## config.mk

```make
export PLATFORM = sky130hd
export DESIGN_NAME = double_ended_queue
export DESIGN_NICKNAME = d
export VERILOG_FILES = /design/src/deq_pkg.sv /design/src/double_ended_queue.sv /design/src/deq_ctrl.sv /design/src/deq_datapath.sv
export SDC_FILE = /design/constraint.sdc
export NUM_CORES = 1
export LEC_CHECK = 0
export ABC_AREA = 1
export ABC_CLOCK_PERIOD_IN_PS = 4100
export BUFFER_PORTS_ARGS = -buffer_cell sky130_fd_sc_hd__clkbuf_2
export CAP_MARGIN = 20
export CORE_MARGIN = 5
export CORE_UTILIZATION = 45
export CTS_CLUSTER_DIAMETER = 120
export DETAILED_ROUTE_END_ITERATION = 8
export PLACE_DENSITY = 0.62
export SETUP_SLACK_MARGIN = 0.5
export SLEW_MARGIN = 5
export SYNTH_ARGS = -nofsm -noshare
export SYNTH_HDL_FRONTEND = slang
export SYNTH_SLANG_ARGS = --single-unit
```

## constraint.sdc

```tcl
create_clock -name clk -period 4.1 [get_ports clk]
set_input_delay 0.615 -clock clk [delete_from_list [all_inputs] [get_ports clk]]
set_output_delay 0.615 -clock clk [all_outputs]
set_load 0.005 [all_outputs]
```

## src/deq_pkg.sv

```systemverilog
// Shared types, constants and ring-pointer helpers for the double-ended queue.
package deq_pkg;

  // Storage geometry
  localparam int DEPTH       = 16;
  localparam int VALUE_BITS  = 32;
  localparam int PTR_W       = $clog2(DEPTH);
  localparam int CNT_W       = $clog2(DEPTH + 1);

  // Fixed field widths of the transfer payloads
  localparam int ITEM_W      = 32;
  localparam int COUNT_OUT_W = 5;
  localparam int STORE_W     = (VALUE_BITS < ITEM_W) ? VALUE_BITS : ITEM_W;

  typedef enum logic [2:0] {
    CMD_PUSH_FRONT = 3'd0,
    CMD_PUSH_BACK  = 3'd1,
    CMD_POP_FRONT  = 3'd2,
    CMD_POP_BACK   = 3'd3,
    CMD_DRAIN      = 3'd4,
    CMD_WALK_FWD   = 3'd5,
    CMD_WALK_BWD   = 3'd6,
    CMD_QUERY      = 3'd7
  } deq_cmd_t;

  typedef enum logic [1:0] {
    ST_OK    = 2'd0,
    ST_EMPTY = 2'd1,
    ST_FULL  = 2'd2
  } deq_status_t;

  typedef struct packed {
    deq_cmd_t            cmd;
    logic [ITEM_W-1:0]   item_value;
  } in_item_t;

  typedef struct packed {
    logic [ITEM_W-1:0]      out_value;
    deq_status_t            status;
    logic [COUNT_OUT_W-1:0] entry_count;
    logic                   is_empty;
    logic                   last_of_run;
  } out_item_t;

  typedef enum logic {
    CS_IDLE = 1'b0,
    CS_EMIT = 1'b1
  } ctrl_state_t;

  // Commands from the controller to the datapath
  typedef struct packed {
    logic accept;  // input transfer this cycle
    logic start;   // accepted command begins a run of storage reads
    logic emit;    // load the next read entry into the output register
  } dp_cmd_t;

  // Status from the datapath to the controller
  typedef struct packed {
    logic out_free;  // output register empty or being taken
    logic empty;     // no entries held
    logic last;      // the entry now being read ends the run
  } dp_stat_t;

  // Commands that read entries from storage
  function automatic logic is_run_cmd(deq_cmd_t c);
    logic r;
    case (c)
      CMD_POP_FRONT, CMD_POP_BACK, CMD_DRAIN, CMD_WALK_FWD, CMD_WALK_BWD: r = 1'b1;
      default: r = 1'b0;
    endcase
    return r;
  endfunction

  // Ring position p advanced by off, where off is at most DEPTH
  function automatic logic [PTR_W-1:0] ring_fwd(logic [PTR_W-1:0] p,
                                                logic [CNT_W-1:0] off);
    logic [CNT_W:0] s;
    s = {{(CNT_W + 1 - PTR_W){1'b0}}, p} + {1'b0, off};
    if (s >= (CNT_W + 1)'(DEPTH)) begin
      s = s - (CNT_W + 1)'(DEPTH);
    end
    return s[PTR_W-1:0];
  endfunction

  // Ring position one step back
  function automatic logic [PTR_W-1:0] ring_back(logic [PTR_W-1:0] p);
    logic [PTR_W-1:0] r;
    if (p == '0) begin
      r = PTR_W'(DEPTH - 1);
    end else begin
      r = p - PTR_W'(1);
    end
    return r;
  endfunction

endpackage

```

## src/double_ended_queue.sv

```systemverilog
// Top level of the bounded double-ended queue of handle words.
//
//   channel  direction  handshake             payload
//   in       input      in_valid / in_ready   in_data  (in_item_t)
//   out      output     out_valid / out_ready out_data (out_item_t)
//
// Push, query, and any command on an empty queue give their single result in the
// cycle after the input transfer. A pop (one entry), walk or drain (every held
// entry) reads storage through the single registered read port and moves one
// entry per cycle to the output register while the output is not stalled.
// Reset empties the queue; stored entries are not cleared. A stall on the output
// holds the run in place, and a new input is taken only once the run has ended.
module double_ended_queue import deq_pkg::*; (
  input  logic      clk,
  input  logic      rst,
  input  logic      in_valid,
  output logic      in_ready,
  input  in_item_t  in_data,
  output logic      out_valid,
  input  logic      out_ready,
  output out_item_t out_data
);

  dp_cmd_t  ctl;
  dp_stat_t stat;

  // Sequencing of commands and runs
  deq_ctrl u_ctrl (
    .clk      (clk),
    .rst      (rst),
    .in_valid (in_valid),
    .cmd      (in_data.cmd),
    .stat     (stat),
    .in_ready (in_ready),
    .ctl      (ctl)
  );

  // Storage, pointers and result register
  deq_datapath u_datapath (
    .clk       (clk),
    .rst       (rst),
    .in_data   (in_data),
    .ctl       (ctl),
    .stat      (stat),
    .out_ready (out_ready),
    .out_valid (out_valid),
    .out_data  (out_data)
  );

endmodule

```

## src/deq_ctrl.sv

```systemverilog
// Controller state machine: sequences command acceptance and multi-entry runs.
module deq_ctrl import deq_pkg::*; (
  input  logic     clk,
  input  logic     rst,
  input  logic     in_valid,
  input  deq_cmd_t cmd,
  input  dp_stat_t stat,
  output logic     in_ready,
  output dp_cmd_t  ctl
);

  ctrl_state_t state, state_next;

  // State register
  always_ff @(posedge clk) begin
    if (rst) begin
      state <= CS_IDLE;
    end else begin
      state <= state_next;
    end
  end

  // Next state and datapath commands
  always_comb begin
    state_next = state;
    in_ready   = 1'b0;
    ctl        = '0;
    case (state)
      CS_IDLE: begin
        in_ready   = stat.out_free;
        ctl.accept = in_valid && stat.out_free;
        ctl.start  = ctl.accept && is_run_cmd(cmd) && !stat.empty;
        if (ctl.start) begin
          state_next = CS_EMIT;
        end
      end
      CS_EMIT: begin
        ctl.emit = stat.out_free;
        if (stat.out_free && stat.last) begin
          state_next = CS_IDLE;
        end
      end
      default: begin
        state_next = CS_IDLE;
      end
    endcase
  end

endmodule

```

## src/deq_datapath.sv

```systemverilog
// Datapath: entry storage, ring pointers, run counters and the output register.
module deq_datapath import deq_pkg::*; (
  input  logic      clk,
  input  logic      rst,
  input  in_item_t  in_data,
  input  dp_cmd_t   ctl,
  output dp_stat_t  stat,
  input  logic      out_ready,
  output logic      out_valid,
  output out_item_t out_data
);

  logic [STORE_W-1:0] mem [DEPTH];
  logic [STORE_W-1:0] rdata;

  logic [PTR_W-1:0] head, head_next;
  logic [CNT_W-1:0] count, count_next;
  logic [PTR_W-1:0] rd_ptr, rd_ptr_next;
  logic [CNT_W-1:0] left, left_next;
  deq_cmd_t         run_cmd, run_cmd_next;

  logic             wr_en;
  logic [PTR_W-1:0] wr_addr;
  logic             load;
  out_item_t        res;
  logic [CNT_W-1:0] res_count;

  assign stat.out_free = !out_valid || out_ready;
  assign stat.empty    = (count == '0);
  assign stat.last     = (left == CNT_W'(1));

  // Command decode and next-state computation
  always_comb begin
    head_next    = head;
    count_next   = count;
    rd_ptr_next  = rd_ptr;
    left_next    = left;
    run_cmd_next = run_cmd;
    wr_en        = 1'b0;
    wr_addr      = head;
    load         = 1'b0;
    res          = '0;
    res_count    = count;

    if (ctl.accept) begin
      load = !ctl.start;
      res.last_of_run = 1'b1;
      case (in_data.cmd)
        CMD_PUSH_FRONT, CMD_PUSH_BACK: begin
          if (count == CNT_W'(DEPTH)) begin
            res.status = ST_FULL;
          end else begin
            wr_en = 1'b1;
            if (in_data.cmd == CMD_PUSH_FRONT) begin
              wr_addr   = ring_back(head);
              head_next = wr_addr;
            end else begin
              wr_addr = ring_fwd(head, count);
            end
            count_next = count + CNT_W'(1);
            res_count  = count_next;
            res.status = ST_OK;
          end
        end
        CMD_QUERY: begin
          res.status = ST_OK;
        end
        default: begin
          if (count == '0) begin
            res.status = ST_EMPTY;
          end else begin
            // Set up a run: first read address and number of entries
            run_cmd_next = in_data.cmd;
            if (in_data.cmd == CMD_POP_FRONT || in_data.cmd == CMD_POP_BACK) begin
              left_next = CNT_W'(1);
            end else begin
              left_next = count;
            end
            if (in_data.cmd == CMD_POP_BACK || in_data.cmd == CMD_WALK_BWD) begin
              rd_ptr_next = ring_fwd(head, count - CNT_W'(1));
            end else begin
              rd_ptr_next = head;
            end
          end
        end
      endcase
    end else if (ctl.emit) begin
      // One entry of a run goes to the output register
      load            = 1'b1;
      res.out_value   = ITEM_W'(rdata);
      res.status      = ST_OK;
      res.last_of_run = (left == CNT_W'(1));
      left_next       = left - CNT_W'(1);
      case (run_cmd)
        CMD_POP_FRONT: begin
          head_next  = ring_fwd(head, CNT_W'(1));
          count_next = count - CNT_W'(1);
        end
        CMD_POP_BACK: begin
          count_next = count - CNT_W'(1);
        end
        CMD_DRAIN: begin
          head_next   = ring_fwd(head, CNT_W'(1));
          count_next  = count - CNT_W'(1);
          rd_ptr_next = ring_fwd(rd_ptr, CNT_W'(1));
        end
        CMD_WALK_FWD: begin
          rd_ptr_next = ring_fwd(rd_ptr, CNT_W'(1));
        end
        CMD_WALK_BWD: begin
          rd_ptr_next = ring_back(rd_ptr);
        end
        default: begin
          count_next = count;
        end
      endcase
      res_count = count_next;
    end

    res.entry_count = COUNT_OUT_W'(res_count);
    res.is_empty    = (res_count == '0);
  end

  // Entry storage with registered read port
  always_ff @(posedge clk) begin
    if (wr_en) begin
      mem[wr_addr] <= in_data.item_value[STORE_W-1:0];
    end
    rdata <= mem[rd_ptr_next];
  end

  // Pointer, count and run registers
  always_ff @(posedge clk) begin
    if (rst) begin
      head      <= '0;
      count     <= '0;
      left      <= '0;
      out_valid <= 1'b0;
    end else begin
      head      <= head_next;
      count     <= count_next;
      left      <= left_next;
      out_valid <= load || (out_valid && !out_ready);
    end
  end

  // Payload registers
  always_ff @(posedge clk) begin
    rd_ptr  <= rd_ptr_next;
    run_cmd <= run_cmd_next;
    if (load) begin
      out_data <= res;
    end
  end

endmodule
```

==> results of run 1 <==
==> through the flow <==
stage	power [µW]	instance area (µm²)
final	18100	30200
after global routing	19000	30100
after CTS	18200	30100
after detailed placement	12800	28200
after global placement	12700	28200
after floorplan	11300	26900
==> final cells by class <==
cell class	instances	area, µm²
fill	5244	28900
sequential	608	17700
multi-input combinational	1276	6630
inverter	478	1800
clock buffer	89	1770
timing repair buffer	124	1040
tap	773	967
clock inverter	25	189
antenna	4	10.0
==> power breakdown <==
part | internal [µW] | total [µW] | leakage (µW) | switching [µW]
clock | 3110 | 5420 | 0.000965 | 2310
combinational | 1660 | 5350 | 0.00587 | 3690
sequential | 7130 | 7290 | 0.00548 | 154
==> cell usage in the layout (no fill, tap or decap), types with 20 or more instances in the layout <==
master     instances
buf_12            25
clkbuf_16         61
clkbuf_2          81
dfxtp_1           52
edfxtp_1         556
inv_1            469
nand2_1          354
nand3_1          601
nand3b_1         128
nor2_1            56
nor2_4            20
o21ai_0           29
==> critical path, delay by kind of cell (launching register included) <==
kind / cells / cell delay (ps)
adders and majority gates: 1 / 240
buffers and inverters: 3 / 650
DFF: 1 / 420
and+or+nand+nor: 6 / 1630
==> routing by layer <==
| layer | vias to the layer above | share of wire [%] | global-route usage (%) |
|---|---|---|---|
| li1 | 8470 | - | - |
| met2 | 594 | 48 | 34.0 |
| met4 | 0 | 2.4 | 6.24 |
| met5 | - | 0 | 0 |
| met1 | 8647 | 43 | 27.9 |
| met3 | 113 | 6.1 | 2.58 |
==> worst paths after layout <==
kind,start,end,slack (ps),cells after the start
setup reg to reg,u_datapath.count[0]$_SDFF_PP0_,u_datapath.mem[0][12]$_DFFE_PP_,840,10
hold reg to reg,u_datapath.left[4]$_SDFFE_PP0P_,u_datapath.left[4]$_SDFFE_PP0P_,510,2
hold / removal,in_data[32],u_datapath.run_cmd[0]$_DFFE_PP_,240,1
setup / recovery,u_datapath.count[0]$_SDFF_PP0_,u_datapath.mem[0][12]$_DFFE_PP_,840,10
==> flip-flops by register name, summed over array words and instances, names as in the netlist <==
| name | flops |
|---|---|
| u_ctrl.state | 1 |
| u_datapath.count | 5 |
| u_datapath.head | 4 |
| u_datapath.left | 5 |
| u_datapath.mem | 512 |
| u_datapath.out_data | 41 |
| u_datapath.out_valid | 1 |
| u_datapath.rd_ptr | 4 |
| u_datapath.rdata | 32 |
| u_datapath.run_cmd | 3 |
==> cell families (layout without fill, tap and decap cells) <==
kind of cell    Yosys count  in the layout
xor+xnor                 15             15
buf+inv                 620            716
other cells               0              4
simple gates           1179           1179
fa+ha+maj                17             17
compound gates           65             65
flops                   608            608
==> results_dict.tcl, run 1 <==
set metrics [dict create \
    critPathRequiredTime_ps 4410 \
    yosys_warnings 0 \
    dp_cells 3259 \
    cts_root_buf "clkbuf_16" \
    fin_ws_ps 842 \
    crit_slowest_cell "nor2_4" \
    cts_buffers 61 \
    path_cells "inv_1 -> ha_1 -> nand3_1 -> nand2_1 -> nor2_1 -> inv_1 -> nor2_1 -> nand2_1 -> nor2_4 -> buf_4" \
    grt_setup_unrepaired "no" \
    cp-end-kind "flip-flop" \
    cts_resized 0 \
    clock-sinks 608 \
    setup_tns_ps 0 \
    synth.area.mux_share_pct 0 \
    holdWs_ps 243 \
    synth_top_family_by_area "simple AND/OR/NAND/NOR gates" \
    synth_top_area_share_pct 62.2 \
    grt_max_degree 159 \
    die_h_um 254 \
    synth_ff_type "edfxtp_1" \
    slew_violations 0 \
    dp_hpwl_um 35800 \
    synth.distinct_cells 40 \
    synthAdderAreaFrac_pct 0.848 \
    max_freq_ghz 0.307 \
    clk_pin_slew_ps 60 \
    clk_latency_ps 630 \
    hold_violations 0 \
    drt_wl_total_um 66300 \
    async_flop_share_pct 0 \
    fp-row-count 89 \
    ant_nets 0 \
    drc 0 \
    coreArea_mm2 0.0590 \
    crit_type "reg2reg" \
    area_growth_pct 12.3 \
    min_path_type "in2reg" \
    synth-compound-area-share_pct 1.37 \
    worst-endpoint-arrival_ps 3570 \
    final.setup_skew_ps 17.5 \
    path_max_fanout 15 \
    grt_pass1_vias 17400 \
    layout-drive-gt1-share_pct 10.0 \
    synth-seq-cells 608 \
    mappedNetlistArea_mm2 0.0269 \
    leakage_uw 0.0123 \
    cp_slowest_stage_delay_ps 620 \
    yosysMostFrequentCell "nand3_1" \
    nNetsFinal 2605 \
    htree_levels 2 \
    min_period_ps 3260 \
    first_iter_violations 1613 \
    cap_viol_max_count 0 \
    yosys.area_share.simple_pct 21.4 \
    finalCritPeriodShare_pct 79.5 \
    synth_edf_count 556 \
    routedWlPerCell_um 19.6 \
    fin_util_pct 51.1 \
    peakVddDrop_mv 0.396 \
    grt_pass1_wl_um 102000 \
    synthTopCellsByCount "601 x nand3_1, 556 x edfxtp_1, 470 x inv_1" \
    numPortBuffers 81 \
    synthesis.nets 2560 \
    antenna_found_initial 4 \
    dpl_worst_slack_ps 601 \
    grt_usage_pct 20.3 \
    max-slew-margin-rel_pct 32.2 \
    grt-ovfl-total 0 \
    clock_path_buffers 3 \
    num_vias 17800 \
    dieArea_mm2 0.0647 \
    cp-start-kind "flip-flop" \
    stdcell_count 3377 \
    ios 82 \
    first_pass_iters 6 \
    place.gp.congestion 0.866 \
    syn_inst 2504 \
    cts_setup_buffers 0 \
    cts_tree "done" \
    synthXorXnorAreaFrac_pct 0.489 \
    powerDensity_mw_per_mm2 599 \
    syn_avg_cell_area_um2 10.7 \
    start_util_pct 45.5 \
    ys_top_cells_by_area "edfxtp_1 62%, nand3_1 11%, inv_1 6.6%, nand2_1 5.0%, dfxtp_1 3.9%" \
    yosys.area.top_type "edfxtp_1" \
    via_per_inst 5.28 \
    seq_area_frac_synth_pct 66.1 \
    worstMarginPinSlew_ps 1010 \
    ctsHoldBuffers 0 \
    status "complete, no violations" \
    setup_viol 0 \
    die_w_um 254 \
]
(Power assumes the default switching activity.)
==> inputs of run 2 (changes only) <==
- ABC_CLOCK_PERIOD_IN_PS: 4100 -> 3200
- clock period: 4.1 -> 3.2 ns (I/O delays scaled with it)
==> run 2 against run 1 <==
Net effect: cell area rose by 5.3%; register-to-register slack got worse by 310 ps; clock power rose by 33%; final cell count rose by 2.1%; non-clock buffer count rose by 66; global-route usage barely moved; setup slack got worse by 310 ps; sequential power rose by 28%; fmax rose by 22%; worst hold slack got worse by 94 ps.
==> results_dict.tcl, run 2 (synthesized netlist as in run 1, its figures left out) <==
set metrics [dict create \
    status "complete, no violations" \
    area_growth_pct 18.3 \
    grt_max_degree 117 \
    numPortBuffers 81 \
    slew_violations 0 \
    grt_setup_unrepaired "yes" \
    grt_pass1_vias 17200 \
    setup_viol 0 \
    ctsHoldBuffers 0 \
    dp_cells 3285 \
    ant_nets 0 \
    cts_root_buf "clkbuf_16" \
    ios 82 \
    place.gp.congestion 0.827 \
    layout-drive-gt1-share_pct 13.9 \
    cap_viol_max_count 0 \
    min_path_type "in2reg" \
    crit_slowest_cell "fa_1" \
    max-slew-margin-rel_pct 60.0 \
    crit_family "adder cells" \
    grt_usage_pct 20.3 \
    via_per_inst 5.30 \
    critPathRequiredTime_ps 3710 \
    stdcell_count 3449 \
    holdWs_ps 149 \
    largest_reg_flops 512 \
    mostFrequentLayoutCells "592 x nand3_1, 556 x edfxtp_1, 463 x inv_1, 346 x nand2_1, 128 x nand3b_1" \
    cp-end-kind "flip-flop" \
    reg_top3 "u_datapath.mem: 512 flops, u_datapath.out_data: 41 flops, u_datapath.rdata: 32 flops" \
    busiest_layer "met2" \
    start_util_pct 45.5 \
    die_w_um 254 \
    first_iter_violations 1777 \
    drt_wl_total_um 71600 \
    clock_path_buffers 3 \
    hold_violations 0 \
    clk_pin_slew_ps 60 \
    grt-ovfl-total 0 \
    peakVddDrop_mv 0.448 \
    dp_hpwl_um 36600 \
    crit_buf_inv 3 \
    htree_levels 3 \
    drc 0 \
    crit_type "reg2reg" \
    cts_tree "done" \
    cp-start-kind "flip-flop" \
    powerDensity_mw_per_mm2 788 \
    use_met1_pct 28.2 \
    globalRouteMet3Util_pct 3.15 \
    first_pass_iters 6 \
    final_common_cell "nand3_1" \
    cts_buffers 66 \
    nNetsFinal 2680 \
    finalPower_uw 25000 \
    worst-endpoint-arrival_ps 3180 \
    cp_slowest_stage_delay_ps 500 \
    grt_pass1_wl_um 102000 \
    die_h_um 254 \
    max_freq_ghz 0.375 \
    fp-row-count 89 \
    setup_tns_ps 0 \
    coreArea_mm2 0.0590 \
    min_period_ps 2660 \
    grt_use_met2_pct 33.8 \
    antenna_found_initial 2 \
    routedWlPerCell_um 20.8 \
    clock-sinks 608 \
    top_register "u_datapath.mem" \
    num_vias 18300 \
    finalCritPeriodShare_pct 83.2 \
    final.setup_skew_ps 28.9 \
    path_max_fanout 30 \
    clk_latency_ps 590 \
    leakage_uw 0.0130 \
    worstMarginPinSlew_ps 600 \
    path_cells "clkinvlp_4 -> ha_4 -> fa_1 -> nand2_1 -> o21ai_1 -> nand2_1 -> nand3_4 -> buf_12 -> buf_16 -> nand3_1 -> nand3_1 -> nand3_1 -> nand2_1" \
    dieArea_mm2 0.0647 \
]
[run 2: cell types whose count changed in the layout (fill, tap and decap cells not counted), sizes merged]
| cell | before | now |
|---|---|---|
| clkbuf | 170 | 191 |
| clkinv | 20 | 22 |
| inv | 478 | 480 |
| buf | 43 | 93 |
| bufinv | 2 | 1 |
| diode | 4 | 1 |
| nand2 | 360 | 361 |
[run 2: final cells by class]
type                       instances  area, µm²
clock inverter                    25        156
timing repair buffer             190       2310
multi-input combinational       1277       6830
fill                            5050      27300
clock buffer                      94       1880
inverter                         478       1830
sequential                       608      17700
tap                              773        967
antenna                            1       2.50
timing repair inverter             3       33.8
[run 2: path summary, 6_finish.rpt]
| check | cells past startpoint | end | start | slack, ps |
|---|---|---|---|---|
| worst max-delay path | 13 | u_datapath.rdata[15]$_DFF_P_ | u_datapath.count[1]$_SDFF_PP0_ | 540 |
| worst min-delay path | 1 | u_datapath.run_cmd[0]$_DFFE_PP_ | in_data[32] | 150 |
| worst max register to register | 13 | u_datapath.rdata[15]$_DFF_P_ | u_datapath.count[1]$_SDFF_PP0_ | 540 |
| worst min register to register | 2 | u_datapath.left[1]$_SDFFE_PP0P_ | u_datapath.left[1]$_SDFFE_PP0P_ | 510 |
[run 2: timing repair]
item | in CTS | in global routing
resized for setup | 36 | 64
pin swaps | 3 | 13
gates cloned | 5 | 22
buffers inserted | 7 | 10
endpoints found under the setup margin | 545 | 544
[run 2: per-layer routing]
metal | up-vias | wire [µm]
met2 | 651 | 34400
met5 | - | 0
met4 | 0 | 1650
li1 | 8645 | -
met1 | 8882 | 30300
met3 | 101 | 5290
[run 2: power by group]
part	internal, µW	leakage [µW]	switching [µW]
sequential	9140	0.00548	188
clock	4180	0.000999	3030
combinational	3070	0.00655	5440
total	16400	0.0130	8650
[run 2: metrics by stage]
stage	area [µm²]	utilization [%]	setup slack (ps)
3_5_place_dp	28600	48.4	176
4_1_cts	30900	52.4	473
6_report	31800	53.8	537
2_1_floorplan	26900	-	322
5_1_grt	31800	53.8	421
3_3_place_gp	28600	48.4	215
==> inputs of run 3 (changes only) <==
- ABC_CLOCK_PERIOD_IN_PS: 3200 -> 2440
- PLACE_DENSITY: 0.62 -> 0.64
- clock period: 3.2 -> 2.44 ns (I/O delays scaled with it)
==> run 3 against run 2 <==
Net effect: the flow now finishes with violations (setup timing); clock skew fell by 5.5 ps; core utilization is 5.2 points higher; critical path depth rose by 1; critical endpoint is now u_datapath.mem[4][8]$_DFFE_PP_; critical path type unchanged; cell area increased by 9.7%; largest cell class unchanged.
==> results_dict.tcl, run 3 (synthesized netlist as in run 1, its figures left out) <==
set metrics [dict create \
    seqCellArea_mm2 0.0178 \
    ctsHoldBuffers 0 \
    first_pass_iters 6 \
    violations "setup timing" \
    worst_hold_path.num_cells 1 \
    finalCritPeriodShare_pct 105 \
    first_iter_violations 1976 \
    die_h_um 254 \
    cts_root_buf "clkbuf_16" \
    worst-endpoint-arrival_ps 2870 \
    min_period_ps 2550 \
    peakVddDrop_mv 0.606 \
    setup_viol 413 \
    dp_hpwl_um 38500 \
    multiInputGateArea_mm2 0.00754 \
    area_growth_pct 29.7 \
    max-slew-margin-rel_pct 74.3 \
    grt_setup_unrepaired "yes" \
    largest_reg_flops 512 \
    worstHoldEndpoint "u_datapath.run_cmd[0]$_DFFE_PP_" \
    fill_cells 4570 \
    num_vias 19600 \
    holdWs_ps 59.9 \
    clk_pin_slew_ps 60 \
    powerDensity_mw_per_mm2 992 \
    cap_viol_max_count 0 \
    cp-startpoint "u_datapath.count[0]$_SDFF_PP0_" \
    clock_path_buffers 3 \
    hold_start "in_data[32]" \
    final_common_cell "edfxtp_1" \
    dpl_worst_slack_ps -141 \
    slew_violations 0 \
    die_w_um 254 \
    timing.rr.end "u_datapath.mem[4][8]$_DFFE_PP_" \
    via_per_inst 5.48 \
    ff2ff_path_depth 14 \
    drt_wl_total_um 80900 \
    hold_violations 0 \
    cts_buffers 66 \
    stdcell_count 3581 \
    antenna_found_initial 5 \
    top_register "u_datapath.mem" \
    r2r_start "u_datapath.count[0]$_SDFF_PP0_" \
    coreArea_mm2 0.0590 \
    grt_pass1_vias 18100 \
    nNetsFinal 2811 \
    grt_pass1_wl_um 112000 \
    fp-row-count 89 \
    cts_tree "done" \
    clk_latency_ps 610 \
    reg_top3 "u_datapath.mem: 512 flops, u_datapath.out_data: 41 flops, u_datapath.rdata: 32 flops" \
    routedWlPerCell_um 22.6 \
    max_freq_ghz 0.392 \
    critPathRequiredTime_ps 2760 \
    ios 82 \
    ant_nets 0 \
    grt_max_degree 68 \
    fin_util_pct 59.0 \
    clock-sinks 608 \
    grt-ovfl-total 0 \
    fin_ws_ps -111 \
    min_path_type "in2reg" \
    drc 0 \
    worstMarginPinSlew_ps 383 \
    dp_cells 3330 \
    mostFrequentLayoutCells "556 x edfxtp_1, 512 x nand3_1, 459 x inv_1, 342 x nand2_1, 128 x nand3b_1" \
    finalPower_uw 34600 \
    crit_type "reg2reg" \
    leakage_uw 0.0144 \
    final.setup_skew_ps 23.4 \
    start_util_pct 45.5 \
    htree_levels 3 \
    reg2reg_slack_ps -110 \
    path_max_fanout 6 \
    numPortBuffers 81 \
    place.gp.congestion 0.845 \
    dieArea_mm2 0.0647 \
    cp-start-kind "flip-flop" \
    cp-end-kind "flip-flop" \
    grt_usage_pct 22.7 \
    status "finished, violations left" \
    layout-drive-gt1-share_pct 21.9 \
]
run 3: what timing repair did:
action	4_1_cts	5_1_grt
cloned	27	29
buffers inserted	44	30
pin swaps	30	52
endpoints found under the setup margin	558	563
resized for setup	134	132
run 3: per-stage QoR:
step                cell area, µm²  TNS (ps)
detailed placement           29400     -5790
global placement             29400     -1510
global route                 34800    -46860
CTS                          33300      -336
floorplan                    27200         0
finish                       34800    -15160
run 3: report_power, final:
part           total, µW  internal, µW  switching, µW
Sequential         12300         12000            261
Combinational      12600          4900           7680
Clock               9740          5630           4110
Total              34600         22500          12000
run 3: worst max-delay path, stage by stage, from the launching register on:
cell	delay, ps
dfxtp_4	370
buf_6	110
ha_4	130
inv_2	30
fa_2	340
xor2_2	150
nand2_1	80
nand3_2	90
o21ai_4	140
buf_6	170
nand2_8	80
nor2_4	160
buf_6	170
buf_12	110
buf_16	130
run 3: how the worst max path moves through the flow:
| stage | endpoint | slack (ps) |
|---|---|---|
| 6_report | u_datapath.mem[4][8]$_DFFE_PP_ | -110 |
| 3_5_place_dp | u_datapath.rdata[22]$_DFF_P_ | -140 |
| 2_1_floorplan | u_datapath.mem[9][0]$_DFFE_PP_ | 80 |
| 5_1_grt | u_datapath.rdata[15]$_DFF_P_ | -200 |
| 4_1_cts | u_datapath.mem[1][13]$_DFFE_PP_ | -20 |
| 3_3_place_gp | u_datapath.rdata[21]$_DFF_P_ | -70 |
run 3: per-layer routing:
metal | GRT usage [%] | up-vias | wire, µm | part of all wire, %
met5 | 0 | - | 39 | 0.048
li1 | - | 8922 | - | -
met1 | 31.3 | 9540 | 32000 | 40
met2 | 37.2 | 959 | 38800 | 48
met3 | 3.94 | 199 | 7040 | 8.7
met4 | 7.16 | 6 | 2980 | 3.7
run 3: final cells by class:
type / instances / area share (%)
Sequential cell: 608 / 51.0
Multi-Input combinational cell: 1276 / 21.7
Timing Repair Buffer: 324 / 13.3
Clock buffer: 93 / 5.39
Inverter: 478 / 5.27
Tap cell: 773 / 2.78
Clock inverter: 27 / 0.639
Timing Repair inverter: 1 / 0.0251
Antenna cell: 1 / 0.00718
